$ cat src/rtl/core/pol_pkg.sv
`timescale 1ns / 1ps

package pol_pkg;

  localparam int DEFAULT_CAPACITY = 16;
  localparam int VALUE_W          = 32;
  localparam int POS_W            = 5;
  localparam int KIND_W           = 2;
  localparam int STATUS_W         = 2;

  typedef enum logic [KIND_W-1:0] {
    KIND_INSERT = 2'd0,
    KIND_REMOVE = 2'd1,
    KIND_FIND   = 2'd2,
    KIND_CLEAR  = 2'd3
  } kind_t;

  typedef enum logic [STATUS_W-1:0] {
    ST_OK       = 2'd0,
    ST_BADPOS   = 2'd1,
    ST_NOTFOUND = 2'd2,
    ST_FULL     = 2'd3
  } status_t;

  typedef enum logic {
    PH_IDLE = 1'b0,
    PH_EXEC = 1'b1
  } phase_t;

  // command broadcast to every cell of the row
  typedef struct packed {
    logic               capture;    // latch the compare result for a new item
    logic [VALUE_W-1:0] probe;      // value compared at capture
    logic               do_insert;  // open a gap and write ins_value
    logic               do_remove;  // close the gap at the first match
    logic [POS_W-1:0]   pos;        // 1-based insert position
    logic [VALUE_W-1:0] ins_value;
  } cell_cmd_t;

endpackage

$ cat src/rtl/core/positional_ordered_list.sv
`timescale 1ns / 1ps

// ordered list of up to CAPACITY signed 32-bit entries held in a row of cells,
// one entry per cell. every item is one operation: insert at a 1-based
// position, remove the first entry equal to a value, find the first entry equal
// to a value, or clear. each item gives exactly one result carrying a status,
// the 1-based position of the match (remove and find) and the list length
// afterwards. an item has a compare and an execute phase: when it is accepted
// every cell compares its entry with the value, and in the execute phase a match
// flag ripples along the row, the cells shift towards or away from their
// neighbours in parallel and the result is registered. in_ready is low during
// the execute phase, so a new item is accepted only once the last one has
// executed. the result register holds while out_ready is low; a new item can
// be accepted during that wait but its execute phase waits for the register
// to free up. clear only zeroes the length, stale entries stay in the cells
// and are never read.

module positional_ordered_list
  import pol_pkg::*;
#(
  parameter int CAPACITY = DEFAULT_CAPACITY
) (
  input  logic                       clk,
  input  logic                       rst_n,
  input  logic                       in_valid,
  output logic                       in_ready,
  input  logic [KIND_W-1:0]          in_kind,
  input  logic [POS_W-1:0]           in_position,
  input  logic signed [VALUE_W-1:0]  in_value,
  output logic                       out_valid,
  input  logic                       out_ready,
  output logic [STATUS_W-1:0]        out_status,
  output logic [POS_W-1:0]           out_found_position,
  output logic [POS_W-1:0]           out_list_length
);

  localparam int CNT_W = $clog2(CAPACITY + 1);
  localparam int CMP_W = ((CNT_W > POS_W) ? CNT_W : POS_W) + 1;

  // sequencer
  phase_t state_r;
  phase_t state_nxt;
  logic   accept;
  logic   exec;

  // current item
  kind_t              kind_r;
  logic [POS_W-1:0]   pos_r;
  logic [VALUE_W-1:0] value_r;

  // list length
  logic [CNT_W-1:0] count_r;
  logic [CNT_W-1:0] count_nxt;

  // result register
  logic                out_valid_r;
  logic                out_valid_nxt;
  status_t             status_r;
  status_t             status_nxt;
  logic [POS_W-1:0]    found_r;
  logic [POS_W-1:0]    found_nxt;
  logic [POS_W-1:0]    length_r;
  logic [POS_W-1:0]    length_nxt;

  // cell row
  cell_cmd_t          cmd;
  logic [CAPACITY:0]  seen;
  logic [CAPACITY-1:0] first_vec;
  logic [VALUE_W-1:0] entries [CAPACITY];
  logic [CNT_W-1:0]   match_pos;
  logic               any_match;

  // insert position checks
  logic [CMP_W-1:0] pos_ext;
  logic [CMP_W-1:0] cnt_ext;
  logic             pos_bad;
  logic             list_full;
  logic             ins_ok;
  logic             rem_ok;

  assign in_ready  = (state_r == PH_IDLE);
  assign accept    = in_valid & in_ready;
  assign exec      = (state_r == PH_EXEC) & (~out_valid_r | out_ready);

  assign out_valid          = out_valid_r;
  assign out_status         = status_r;
  assign out_found_position = found_r;
  assign out_list_length    = length_r;

  // state register
  always_ff @(posedge clk) begin
    if (!rst_n) begin
      state_r <= PH_IDLE;
    end else begin
      state_r <= state_nxt;
    end
  end

  // next state
  always_comb begin
    state_nxt = state_r;
    case (state_r)
      PH_IDLE: begin
        if (accept) begin
          state_nxt = PH_EXEC;
        end
      end
      PH_EXEC: begin
        if (exec) begin
          state_nxt = PH_IDLE;
        end
      end
      default: state_nxt = PH_IDLE;
    endcase
  end

  // latch the item; payload needs no reset
  always_ff @(posedge clk) begin
    if (accept) begin
      kind_r  <= kind_t'(in_kind);
      pos_r   <= in_position;
      value_r <= in_value;
    end
  end

  // position range and capacity checks for insert
  assign pos_ext   = CMP_W'(pos_r);
  assign cnt_ext   = CMP_W'(count_r);
  assign pos_bad   = (pos_ext == '0) || (pos_ext > (cnt_ext + CMP_W'(1)));
  assign list_full = (count_r == CNT_W'(CAPACITY));
  assign any_match = seen[CAPACITY];
  assign ins_ok    = (kind_r == KIND_INSERT) && !pos_bad && !list_full;
  assign rem_ok    = (kind_r == KIND_REMOVE) && any_match;

  // broadcast to the cells: compare on accept, shift on execute
  always_comb begin
    cmd.capture   = accept;
    cmd.probe     = in_value;
    cmd.do_insert = exec & ins_ok;
    cmd.do_remove = exec & rem_ok;
    cmd.pos       = pos_r;
    cmd.ins_value = value_r;
  end

  assign seen[0] = 1'b0;

  for (genvar gi = 0; gi < CAPACITY; gi++) begin : g_cell
    logic [VALUE_W-1:0] lower;
    logic [VALUE_W-1:0] upper;

    // row ends feed back their own entry; only the top one is used, on remove
    if (gi == 0) begin : g_lo_end
      assign lower = entries[gi];
    end else begin : g_lo
      assign lower = entries[gi-1];
    end
    if (gi == CAPACITY - 1) begin : g_hi_end
      assign upper = entries[gi];
    end else begin : g_hi
      assign upper = entries[gi+1];
    end

    pol_cell #(
      .INDEX (gi),
      .CNT_W (CNT_W)
    ) u_cell (
      .clk         (clk),
      .cmd         (cmd),
      .count       (count_r),
      .lower_entry (lower),
      .upper_entry (upper),
      .seen_in     (seen[gi]),
      .seen_out    (seen[gi+1]),
      .first       (first_vec[gi]),
      .entry       (entries[gi])
    );
  end

  // one-hot first match to a 1-based position
  always_comb begin
    match_pos = '0;
    for (int i = 0; i < CAPACITY; i++) begin
      if (first_vec[i]) begin
        match_pos = match_pos | CNT_W'(i + 1);
      end
    end
  end

  // operation outcome
  always_comb begin
    status_nxt = ST_OK;
    found_nxt  = '0;
    count_nxt  = count_r;
    case (kind_r)
      KIND_INSERT: begin
        if (pos_bad) begin
          status_nxt = ST_BADPOS;
        end else if (list_full) begin
          status_nxt = ST_FULL;
        end else begin
          count_nxt = count_r + CNT_W'(1);
        end
      end
      KIND_REMOVE: begin
        if (any_match) begin
          found_nxt = POS_W'(match_pos);
          count_nxt = count_r - CNT_W'(1);
        end else begin
          status_nxt = ST_NOTFOUND;
        end
      end
      KIND_FIND: begin
        if (any_match) begin
          found_nxt = POS_W'(match_pos);
        end else begin
          status_nxt = ST_NOTFOUND;
        end
      end
      KIND_CLEAR: begin
        count_nxt = '0;
      end
      default: begin
        count_nxt = count_r;
      end
    endcase
    length_nxt = POS_W'(count_nxt);
  end

  always_comb begin
    out_valid_nxt = out_valid_r;
    if (exec) begin
      out_valid_nxt = 1'b1;
    end else if (out_ready) begin
      out_valid_nxt = 1'b0;
    end
  end

  always_ff @(posedge clk) begin
    if (!rst_n) begin
      count_r     <= '0;
      out_valid_r <= 1'b0;
    end else begin
      out_valid_r <= out_valid_nxt;
      if (exec) begin
        count_r <= count_nxt;
      end
    end
  end

  always_ff @(posedge clk) begin
    if (exec) begin
      status_r <= status_nxt;
      found_r  <= found_nxt;
      length_r <= length_nxt;
    end
  end

  // checks

  a_count_bound: assert property (@(posedge clk) disable iff (!rst_n)
    count_r <= CNT_W'(CAPACITY))
    else $error("list length above capacity");

  a_single_first: assert property (@(posedge clk) disable iff (!rst_n)
    (state_r == PH_EXEC) |-> $onehot0(first_vec))
    else $error("more than one cell claims the first match");

  a_count_idle: assert property (@(posedge clk) disable iff (!rst_n)
    (state_r == PH_IDLE) |=> $stable(count_r))
    else $error("length changed without an item in execution");

  a_result_from_exec: assert property (@(posedge clk) disable iff (!rst_n)
    $rose(out_valid_r) |-> $past(state_r == PH_EXEC))
    else $error("result appeared without an execute cycle");

endmodule

$ cat src/rtl/core/pol_cell.sv
`timescale 1ns / 1ps

module pol_cell
  import pol_pkg::*;
#(
  parameter int INDEX = 0,
  parameter int CNT_W = 5
) (
  input  logic               clk,
  input  cell_cmd_t          cmd,
  input  logic [CNT_W-1:0]   count,
  input  logic [VALUE_W-1:0] lower_entry,
  input  logic [VALUE_W-1:0] upper_entry,
  input  logic               seen_in,
  output logic               seen_out,
  output logic               first,
  output logic [VALUE_W-1:0] entry
);

  logic [VALUE_W-1:0] entry_r;
  logic [VALUE_W-1:0] entry_nxt;
  logic               eq_r;
  logic               eq_nxt;
  logic               live;

  assign live     = CNT_W'(INDEX) < count;
  assign seen_out = seen_in | eq_r;
  assign first    = eq_r & ~seen_in;
  assign entry    = entry_r;

  always_comb begin
    eq_nxt    = eq_r;
    entry_nxt = entry_r;
    if (cmd.capture) begin
      eq_nxt = live && (entry_r == cmd.probe);
    end
    if (cmd.do_insert) begin
      if ((INDEX + 1) == int'(cmd.pos)) begin
        entry_nxt = cmd.ins_value;
      end else if (INDEX >= int'(cmd.pos)) begin
        entry_nxt = lower_entry;
      end
    end else if (cmd.do_remove && seen_out) begin
      entry_nxt = upper_entry;
    end
  end

  always_ff @(posedge clk) begin
    eq_r    <= eq_nxt;
    entry_r <= entry_nxt;
  end

endmodule
$ cat config.mk
export PLATFORM = sky130hd
export DESIGN_NAME = positional_ordered_list
export DESIGN_NICKNAME = d
export VERILOG_FILES = /design/src/rtl/core/pol_pkg.sv /design/src/rtl/core/positional_ordered_list.sv /design/src/rtl/core/pol_cell.sv
export SDC_FILE = /design/constraint.sdc
export NUM_CORES = 2
export LEC_CHECK = 0
export CAP_MARGIN = 20
export CORE_MARGIN = 5
export CORE_UTILIZATION = 50
export DETAILED_ROUTE_END_ITERATION = 12
export DONT_BUFFER_PORTS = 1
export SYNTH_ARGS = -nofsm -noshare
export SYNTH_HDL_FRONTEND = slang
export SYNTH_SLANG_ARGS = --single-unit
$ cat constraint.sdc
create_clock -name clk -period 6.2 [get_ports clk]
set_input_delay 1.24 -clock clk [delete_from_list [all_inputs] [get_ports clk]]
set_output_delay 1.24 -clock clk [all_outputs]
set_load 0.02 [all_outputs]
==> flow_summary.json <==
{
  "wl_per_cell_um": 29.5,
  "setup_tns_ps": 0,
  "period_needed_ps": 4450,
  "syn_to_final_growth_pct": 8.10,
  "fin_skew_ps": 28.8,
  "dieArea_um2": 75100,
  "routed_wl_um": 121000,
  "maxSlewHeadroom_pct": 18.0,
  "yosys_warnings": 0,
  "nets": 3176,
  "place_congestion": 0.947,
  "drt-initial-drc-count": 3441,
  "worstMarginPinSlew_ps": 1220,
  "dieWidth_um": 274,
  "tritoncts": "done",
  "fin_crit_sh_pct": 71.7,
  "rsz0062_at_grt": "false",
  "nFillCells": 6007,
  "path_clk_slew_ps": 60,
  "die_h_um": 274,
  "numCtsBuffers": 70,
  "status": "finished clean",
  "first_pass_iters": 8,
  "antenna_found_initial": 2,
  "hold_buffers": 0,
  "core_area_um2": 68800,
  "place_area_um2": 35500,
  "clock.fmax_mhz": 225,
  "cts.sinks": 586,
  "finalSetupViolations": 0,
  "grt_pass1_vias": 25835,
  "irDropWorstVdd_mv": 0.169,
  "syn-num-nets": 3325,
  "startpoint_type": "flip-flop",
  "arrival_ps": 4750,
  "overflow": 0,
  "cap_violations": 0,
  "async_reset_ff_share_pct": 0,
  "cts.path.max_buffers": 3,
  "track_usage_pct": 31.5,
  "cp_max_fo": 54,
  "grt_max_degree": 230,
  "dp_hpwl_um": 86400,
  "required_ps": 6500,
  "post_cts.repair.setup_buffers": 0,
  "final_hold_viol_count": 0,
  "cts-root-buf": "clkbuf_16",
  "synth_top_flop_cell": "edfxtp_1",
  "io_pins": 57,
  "ys_ff_latch": 586,
  "vias": 26113,
  "std_cell_rows": 96,
  "netlist_area_um2": 34900,
  "via_per_inst": 6.36,
  "power_leakage_nw": 15.2,
  "finalMaxSlewViolations": 0,
  "critical_path_class": "flip-flop to flip-flop",
  "grt_pass1_wl_um": 176000,
  "avgSynthCellArea_um2": 10.7,
  "synth-edff-count": 579,
  "cts_resized": 0,
  "design_area_um2": 37700,
  "io_buffers": 0,
  "power_density_nw_per_um2": 251,
  "end_kind": "flip-flop",
  "ant_nets": 0,
  "drc_errors": 0,
  "h-tree-depth": 3,
  "seq_area_frac_synth_pct": 50.3,
  "yosysUniqueCellTypes": 57,
  "hold_class": "flip-flop to flip-flop",
  "drive_gt1_share_pct": 6.33,
  "syn-instance-count": 3270,
  "clk_latency_ps": 620,
  "initial_core_util_pct": 50.7
}
-- worst max-delay path, stage by stage, from the launching register on --
cell	delay, ps
dfxtp_1	550
ha_1	320
nand3_1	120
xnor2_1	260
ha_1	300
and3_1	200
o21ai_1	120
a21boi_1	90
buf_4	180
or4_4	870
o21ai_4	700
buf_4	380
-- cell usage in the layout, fill, tap and decap left out, drive strengths merged, types with 10 or more instances in the layout --
cell type	count
a21oi	15
a31oi	10
buf	51
clkbuf	95
clkinv	23
edfxtp	579
ha	12
inv	13
mux2	32
mux2i	448
nand2	582
nand3	31
nand4	71
nor2	26
nor3	24
nor4	88
o21ai	479
xnor2	225
xor2	290
-- cell usage after synthesis, types with 5 or more instances --
cell	n	area, µm²
nand2_1	582	2180
edfxtp_1	579	17400
mux2i_1	448	4480
o21ai_0	404	2020
xor2_1	290	2540
xnor2_1	225	1970
clkbuf_1	196	736
nor4_1	87	544
o21ai_1	75	375
nand4_1	71	444
buf_2	47	235
mux2_2	32	360
nand3_1	31	155
nor2_1	26	97.6
nor3_1	23	115
buf_1	14	52.6
a21oi_1	13	65.1
ha_1	12	150
inv_1	11	41.3
a31oi_1	10	62.6
buf_6	10	113
dfxtp_1	7	140
o31ai_1	7	52.6
nand2b_1	6	37.5
nor2b_1	5	31.3
or4_1	5	37.5
-- cell families (layout without fill, tap and decap cells) --
kind of cell | after synthesis | in the layout | share of synthesized area [%]
AOI/OAI and AO/OA | 536 | 536 | 8.05
adders and majority gates | 12 | 12 | 0.431
DFF | 586 | 586 | 50.3
and+or+nand+nor | 857 | 857 | 10.9
other | 0 | 1 | 0
xor gates and xnor gates | 515 | 515 | 12.9
buffers and inverters | 284 | 187 | 3.49
muxes | 480 | 480 | 13.9
-- report_power, final --
| part | total [W] | switching, W | internal [W] |
|---|---|---|---|
| sequential | 0.00469 | 0.000201 | 0.00449 |
| combinational | 0.000810 | 0.000514 | 0.000296 |
| clock | 0.00398 | 0.00171 | 0.00227 |
| total | 0.00948 | 0.00242 | 0.00705 |
-- layer usage --
layer  share of wire [%]  global-route usage [%]  wire, µm  vias up
li1                    -                       -         -    11413
met1                  40                    43.1     49000    13169
met2                  45                    48.5     54400     1380
met3                  13                    11.6     15500      149
met4                 1.8                    6.82      2230        2
met5              0.0074                       0         9        -
-- final timing paths --
path,from,end,slack (ps),cells after the start
worst max-delay path,count_r[0],g_cell[14].u_cell.entry[6],1750,11
worst min-delay path,count_r[2],count_r[2],540,2
worst max register to register,count_r[0],g_cell[14].u_cell.entry[6],1750,11
worst min register to register,count_r[2],count_r[2],540,2
-- cell type report --
type                       count  area [µm²]  share of cell area [%]
sequential                   586       17500                    46.5
multi-input combinational   2400       16300                    43.4
clock buffer                  95        1930                    5.12
tap                          931        1160                    3.09
timing repair buffer          51         468                    1.24
clock inverter                29         206                   0.548
inverter                      12        45.0                   0.120
antenna                        1        2.50                 0.00664
-- per-stage QoR --
step           hold WS, ps  setup WS (ps)  util (%)  instances  power [W]
2_1_floorplan          518            641         -       3270    0.00527
3_3_place_gp           520           1780      51.6       3976    0.00554
3_5_place_dp           523           1750      51.6       3977    0.00555
4_1_cts                533           1730      54.7       4101    0.00949
5_1_grt                597           1430      54.8       4104    0.00977
6_report               540           1750      54.8       4105    0.00948
-- sequential cells by signal, indices dropped and copies added (netlist names) --
signal	cells
g_cell.u_cell.entry	512
kind_r	2
g_cell.u_cell.eq_r	16
out_valid	1
out_list_length	5
value_r	32
count_r	5
out_status	2
pos_r	5
out_found_position	5
state_r	1
No activity file was read; power rests on OpenSTA's default activity.
